### src/rtl/core/spq_pkg.sv
// shared types and codes for the sorted priority queue
package spq_pkg;

  // action codes of an input beat
  localparam logic ACT_INSERT = 1'b0;
  localparam logic ACT_REMOVE = 1'b1;

  // status codes of a result beat
  typedef enum logic [1:0] {
    ST_INSERTED  = 2'd0,
    ST_REMOVED   = 2'd1,
    ST_UNDERFLOW = 2'd2,
    ST_OVERFLOW  = 2'd3
  } status_t;

  // one stored entry
  typedef struct packed {
    logic [7:0]  pri;
    logic [31:0] val;
  } entry_t;

  // broadcast to every cell
  typedef struct packed {
    logic   ins;
    logic   rem;
    entry_t fresh;
  } ctl_t;

endpackage

### src/rtl/core/spq_cell.sv
// one slot of the sorted chain: compare against the new entry and shift
module spq_cell (
  input  logic           clk,
  input  spq_pkg::ctl_t  ctl,
  input  logic           occupied,
  input  logic           left_after,
  input  spq_pkg::entry_t left_entry,
  input  spq_pkg::entry_t right_entry,
  output logic           after,
  output spq_pkg::entry_t entry
);

  spq_pkg::entry_t entry_r;
  spq_pkg::entry_t entry_nxt;

  // new entry goes behind this slot when it holds an equal or lower priority
  assign after = occupied && (entry_r.pri <= ctl.fresh.pri);
  assign entry = entry_r;

  // keep, take the new entry, shift right on insert, shift left on remove
  always_comb begin
    entry_nxt = entry_r;
    if (ctl.ins) begin
      if (!after) begin
        entry_nxt = left_after ? ctl.fresh : left_entry;
      end
    end else if (ctl.rem) begin
      entry_nxt = right_entry;
    end
  end

  always_ff @(posedge clk) begin
    entry_r <= entry_nxt;
  end

endmodule

### src/rtl/core/sorted_priority_queue.sv
// sorted priority queue top level: chain of compare-and-shift cells
// the result strobe comes in the cycle after the accepting edge
// throughput: one insert or remove per cycle while busy is low; every cell compares and shifts in parallel
// reset: synchronous active-low rst_n empties the queue; busy is high during reset and
// until the first clock edge after rst_n rises, then stays low
// results cannot be stalled by the receiver
module sorted_priority_queue #(
  parameter int DEPTH = 16
) (
  input  logic                         clk,
  input  logic                         rst_n,
  input  logic                         start,
  output logic                         busy,
  input  logic                         in_action,
  input  logic [7:0]                   in_entry_priority,
  input  logic signed [31:0]           in_entry_value,
  output logic                         out_valid,
  output logic signed [31:0]           out_removed_value,
  output logic [1:0]                   out_status,
  output logic [$clog2(DEPTH + 1)-1:0] out_occupancy
);

  localparam int CNT_W = $clog2(DEPTH + 1);

  logic                  busy_r;
  logic [CNT_W-1:0]      count_r;
  logic [CNT_W-1:0]      count_nxt;
  logic                  out_valid_r;
  logic [31:0]           out_removed_value_r;
  logic [31:0]           out_removed_value_nxt;
  spq_pkg::status_t      out_status_r;
  spq_pkg::status_t      out_status_nxt;
  logic [CNT_W-1:0]      out_occupancy_r;
  logic                  accept;
  logic                  full;
  logic                  empty;
  spq_pkg::ctl_t         ctl;
  logic [DEPTH-1:0]      after;
  spq_pkg::entry_t       entry [DEPTH];

  // input beat and queue condition
  assign accept = start && !busy_r;
  assign full   = (count_r == CNT_W'(DEPTH));
  assign empty  = (count_r == '0);

  assign ctl.ins       = accept && (in_action == spq_pkg::ACT_INSERT) && !full;
  assign ctl.rem       = accept && (in_action == spq_pkg::ACT_REMOVE) && !empty;
  assign ctl.fresh.pri = in_entry_priority;
  assign ctl.fresh.val = in_entry_value;

  // the chain of cells
  genvar i;
  generate
    for (i = 0; i < DEPTH; i++) begin : g_cell
      spq_pkg::entry_t left_e;
      spq_pkg::entry_t right_e;
      logic            left_a;
      if (i == 0) begin : g_head
        assign left_e = ctl.fresh;
        assign left_a = 1'b1;
      end else begin : g_body
        assign left_e = entry[i-1];
        assign left_a = after[i-1];
      end
      if (i == DEPTH - 1) begin : g_tail
        assign right_e = entry[i];
      end else begin : g_next
        assign right_e = entry[i+1];
      end
      spq_cell u_cell (
        .clk         (clk),
        .ctl         (ctl),
        .occupied    (CNT_W'(i) < count_r),
        .left_after  (left_a),
        .left_entry  (left_e),
        .right_entry (right_e),
        .after       (after[i]),
        .entry       (entry[i])
      );
    end
  endgenerate

  // count and result for this beat
  always_comb begin
    count_nxt             = count_r;
    out_removed_value_nxt = '0;
    if (in_action == spq_pkg::ACT_INSERT) begin
      out_status_nxt = full ? spq_pkg::ST_OVERFLOW : spq_pkg::ST_INSERTED;
      if (ctl.ins) begin
        count_nxt = count_r + CNT_W'(1);
      end
    end else begin
      out_status_nxt = empty ? spq_pkg::ST_UNDERFLOW : spq_pkg::ST_REMOVED;
      if (ctl.rem) begin
        count_nxt             = count_r - CNT_W'(1);
        out_removed_value_nxt = entry[0].val;
      end
    end
  end

  // control registers
  always_ff @(posedge clk) begin
    if (!rst_n) begin
      busy_r      <= 1'b1;
      count_r     <= '0;
      out_valid_r <= 1'b0;
    end else begin
      busy_r      <= 1'b0;
      out_valid_r <= accept;
      if (accept) begin
        count_r <= count_nxt;
      end
    end
  end

  // result payload
  always_ff @(posedge clk) begin
    if (accept) begin
      out_removed_value_r <= out_removed_value_nxt;
      out_status_r        <= out_status_nxt;
      out_occupancy_r     <= count_nxt;
    end
  end

  assign busy              = busy_r;
  assign out_valid         = out_valid_r;
  assign out_removed_value = out_removed_value_r;
  assign out_status        = out_status_r;
  assign out_occupancy     = out_occupancy_r;

endmodule
### config.mk
export PLATFORM = sky130hd
export DESIGN_NAME = sorted_priority_queue
export DESIGN_NICKNAME = d
export VERILOG_FILES = /design/src/rtl/core/spq_pkg.sv /design/src/rtl/core/spq_cell.sv /design/src/rtl/core/sorted_priority_queue.sv
export SDC_FILE = /design/constraint.sdc
export NUM_CORES = 2
export LEC_CHECK = 0
export BUFFER_PORTS_ARGS = -buffer_cell sky130_fd_sc_hd__buf_2
export CAP_MARGIN = 30
export CORE_AREA = 2 2 338 340
export DETAILED_ROUTE_END_ITERATION = 8
export DIE_AREA = 0 0 340 342
export GPL_TIMING_DRIVEN = 0
export SYNTH_ARGS = -nofsm -noshare
export SYNTH_HDL_FRONTEND = slang
export SYNTH_HIERARCHICAL = 1
export SYNTH_SLANG_ARGS = --single-unit
### constraint.sdc
create_clock -name clk -period 5.65 [get_ports clk]
set_input_delay 1.13 -clock clk [delete_from_list [all_inputs] [get_ports clk]]
set_output_delay 1.13 -clock clk [all_outputs]
set_load 0.005 [all_outputs]
[Word level (Yosys, flattened, before mapping)]
Cells that the tools add are included.
Storage, ports and cells
  bits in registers: 686
  bits of input ports: 44
  output and inout bits: 41
  logic and storage cells: 200
Operators by class
  add/sub/neg operators: 2
  order comparisons: 32
  eq/ne operators: 16
  muxes and demuxes: 67
  bitwise logic cells: 2
  reductions and logical operators: 43
Operators by type and width (count)
  40-bit 2-to-1 mux: 60
  8-bit <= comparator: 16
  4-bit by 5-bit less-than comparator with 1-bit output (first input constant): 8
  2-bit AND reduction: 17
  2-bit inequality test (second input constant): 15
  1-bit logical AND: 21
  3-bit by 5-bit less-than comparator with 1-bit output (first input constant): 4
  5-bit 2-to-1 mux: 3
  1-bit by 5-bit less-than comparator with 1-bit output (first input constant): 2
  2-bit by 5-bit less-than comparator with 1-bit output (first input constant): 2
  2-bit 2-to-1 mux: 3
  5-bit by 1-bit adder with 5-bit output (second input constant): 1
  5-bit == test (second input constant): 1
  5-bit zero test: 1
  5-bit by 1-bit subtractor with 5-bit output (second input constant): 1
  1-bit zero test: 3
  1-bit inverter: 2
  2-bit nonzero test: 1
  1-bit 2-to-1 mux: 1

[Logic depth before layout (Yosys ltp)]
  depth in word-level cells: 6
  depth in mapped cells: 12
  depth with buffers taken out: 9

[Modules after synthesis]
Netlist, hierarchy kept.
By module, submodules not included
  spq_cell: instances 16, cells an instance 207, area each 2313.5 sq um, sequential area each 1201.2 sq um
  sorted_priority_queue: instances 1, cells an instance 163, area each 2042.0 sq um, sequential area each 1311.3 sq um

[Worst setup path after synthesis]
Ideal clock, no wire load.
  path type: input port to flip-flop
  from: input start
  to: register g_cell[0].u_cell.entry_r, in the netlist g_cell[0].u_cell/entry[0] (enable)
  setup time: 0.400 ns
  data arrival time: 4.364 ns
  path slack: 0.886 ns
  cell stages on the path: 7
  cell sequence: nand2b_1 -> clkbuf_1 -> nor3_1 -> buf_2 -> nor2_1 -> a31oi_1 -> o21a_1
RTL lines
  from (decl): RTL line sorted_priority_queue.sv:12  | input logic start,
  to (signal assigned): RTL line spq_cell.sv:33  | entry_r <= entry_nxt;
  to (decl): RTL line spq_cell.sv:13  | spq_pkg::entry_t entry_r;

==> results.cfg <==
[timing]
hold_viol = 0
post-route-period-util = 0.748
finalSetupViolations = 0
worst_slack_ns = 1.42
tightest_slew_ns = 1.01
skew_ns = 0.0235
period_needed_ns = 4.23
finalMaxSlewViolations = 0
max_freq_ghz = 0.237
relSlewSlack = 0.330
rsz0062_at_grt = false
holdWs_ns = 0.554

[global_routing]
antenna_found_initial = 10
grt.total_usage = 0.147
grt-ovfl-total = 0
grt_pass1_vias = 25100
grt_start_max_net_pins = 41
grt_pass1_wl_mm = 137

[cells_and_area]
final_common_cell = a21oi_1
drive_gt1_frac = 0.119
fillers = 11300
fin_area_um2 = 43900
syn_to_final_growth_pct = 12.4
instances_no_fill = 5215
final_cell_mix = a21oi_1, nor2_1, edfxtp_1
final_nets = 3818

[critical_path]
crit_start = count_r[1]$_SDFFE_PN0N_
cp_max_fo = 40
reg2reg_depth = 9
arrival_ns = 4.46
crit_end = g_cell[5].u_cell/entry[26]$_DFFE_PP_
r2r_end = g_cell[5].u_cell/entry[26]$_DFFE_PP_
crit-reg2reg-launch = count_r[1]$_SDFFE_PN0N_
end_kind = flop
crit_required_ns = 5.89
startpoint_type = flop
worstSetupPathType = reg2reg
reg2reg_setup_slack_ns = 1.42

[place]
placed_cells = 5077
pre_cts_ws_ns = 1.23
portBuffers = 84
hpwl_mm = 69.2
gp_routability_congestion = 0.861
placed_area_um2 = 41500

[clocking]
tritoncts = done
cts_buffers = 75
cts.clk_slew.worst_paths_ns = 0.06
cts_root_buffer = clkbuf_16
clock_path_buffers = 3
htree_levels = 3
numClockSinks = 686
postCtsHoldBufs = 0
cts_setup_buffers = 0
insertion_delay_ns = 0.63
ctsResizeCount = 0

[floorplan]
io_pins = 85
start_util = 0.345
num_rows = 124
die_area_um2 = 116000
die_h_um = 342
die_w_um = 340
core-area_um2 = 113000

[route]
post_drt_wl_per_cell_um = 16.7
wl_mm = 87.0
drc = 0
vias = 24500
final_antenna_net_count = 0
first_pass_iters = 6
viasPerCell = 4.70
drt_iter0_drc = 1346

[power]
p_leak_nw = 15.5
power_density_nw_per_um2 = 282
p_total_mw = 12.4
ir_drop_uv = 205

[flow_run]
drv_cap = 0

[worst_hold_path]
holdPathStages = 1
hp-class = reg2reg

[yosys]
syn_avg_cell_area_um2 = 11.2
synth_nets = 3647
syn_inst = 3472
ys_warn_count = 6
syn_area_um2 = 39000

[run_status]
status = completed
-- power by group --
part / internal, mW / leakage, nW / switching (mW)
clock: 2.77 / 1.16 / 2.02
sequential: 5.96 / 6.32 / 0.161
combinational: 0.576 / 8.00 / 0.874
total: 9.30 / 15.5 / 3.06
-- stage by stage --
step                      TNS [ns]  utilization
after floorplan                  0            -
after global placement     -902.02        0.366
after detailed placement         0        0.367
after CTS                        0        0.388
after global routing             0        0.388
final                            0        0.388
-- how the worst min path moves through the flow --
| stage | end | slack (ns) | start |
|---|---|---|---|
| 3_5_place_dp | out_removed_value[7]$_SDFFCE_PN0N_ | 0.54 | g_cell[0].u_cell/entry[7]$_DFFE_PP_ |
| 6_report | out_removed_value[3]$_SDFFCE_PN0N_ | 0.55 | g_cell[0].u_cell/entry[3]$_DFFE_PP_ |
| 5_1_grt | out_removed_value[5]$_SDFFCE_PN0N_ | 0.59 | g_cell[0].u_cell/entry[5]$_DFFE_PP_ |
| 2_1_floorplan | out_removed_value[0]$_SDFFCE_PN0N_ | 0.52 | g_cell[0].u_cell/entry[0]$_DFFE_PP_ |
| 3_3_place_gp | out_removed_value[4]$_SDFFCE_PN0N_ | 0.54 | g_cell[0].u_cell/entry[4]$_DFFE_PP_ |
| 4_1_cts | out_removed_value[2]$_SDFFCE_PN0N_ | 0.55 | g_cell[0].u_cell/entry[2]$_DFFE_PP_ |
-- worst max-delay path, stage by stage, from the launching register on --
cell and delay (ns):
dfxtp_1 0.37, clkbuf_1 0.40, inv_1 0.19, ha_1 0.27, nor4b_4 0.16, nor3b_2 0.57, clkbuf_2 0.70, nor2_1 0.09
a31oi_1 0.20, o21a_2 0.82
-- final cells by class --
| cell class | count | area [µm²] | area share |
|---|---|---|---|
| Inverter | 136 | 510 | 0.0116 |
| Timing Repair Buffer | 94 | 567 | 0.0129 |
| Buffer | 234 | 2210 | 0.0504 |
| Multi-Input combinational cell | 2416 | 15800 | 0.360 |
| Tap cell | 1512 | 1890 | 0.0431 |
| Clock inverter | 48 | 399 | 0.00909 |
| Antenna cell | 2 | 5.00 | 0.000114 |
| Clock buffer | 87 | 1960 | 0.0448 |
| Sequential cell | 686 | 20500 | 0.468 |
-- state kept, by name, indices dropped and copies added (netlist names) --
| register | count |
|---|---|
| g_cell.u_cell/entry | 640 |
| out_removed_value | 32 |
| count_r | 5 |
| out_occupancy | 5 |
| out_status | 2 |
| busy | 1 |
| out_valid | 1 |
-- metal layers --
metal  share of wire  global-route usage  up-vias
met4           0.024              0.0462       10
li1                -                   -    13000
met2            0.47               0.249      454
met1            0.47               0.193    10900
met3           0.040              0.0222      136
met5         0.00075                   0        -
Power figures use the tool's default switching activity.
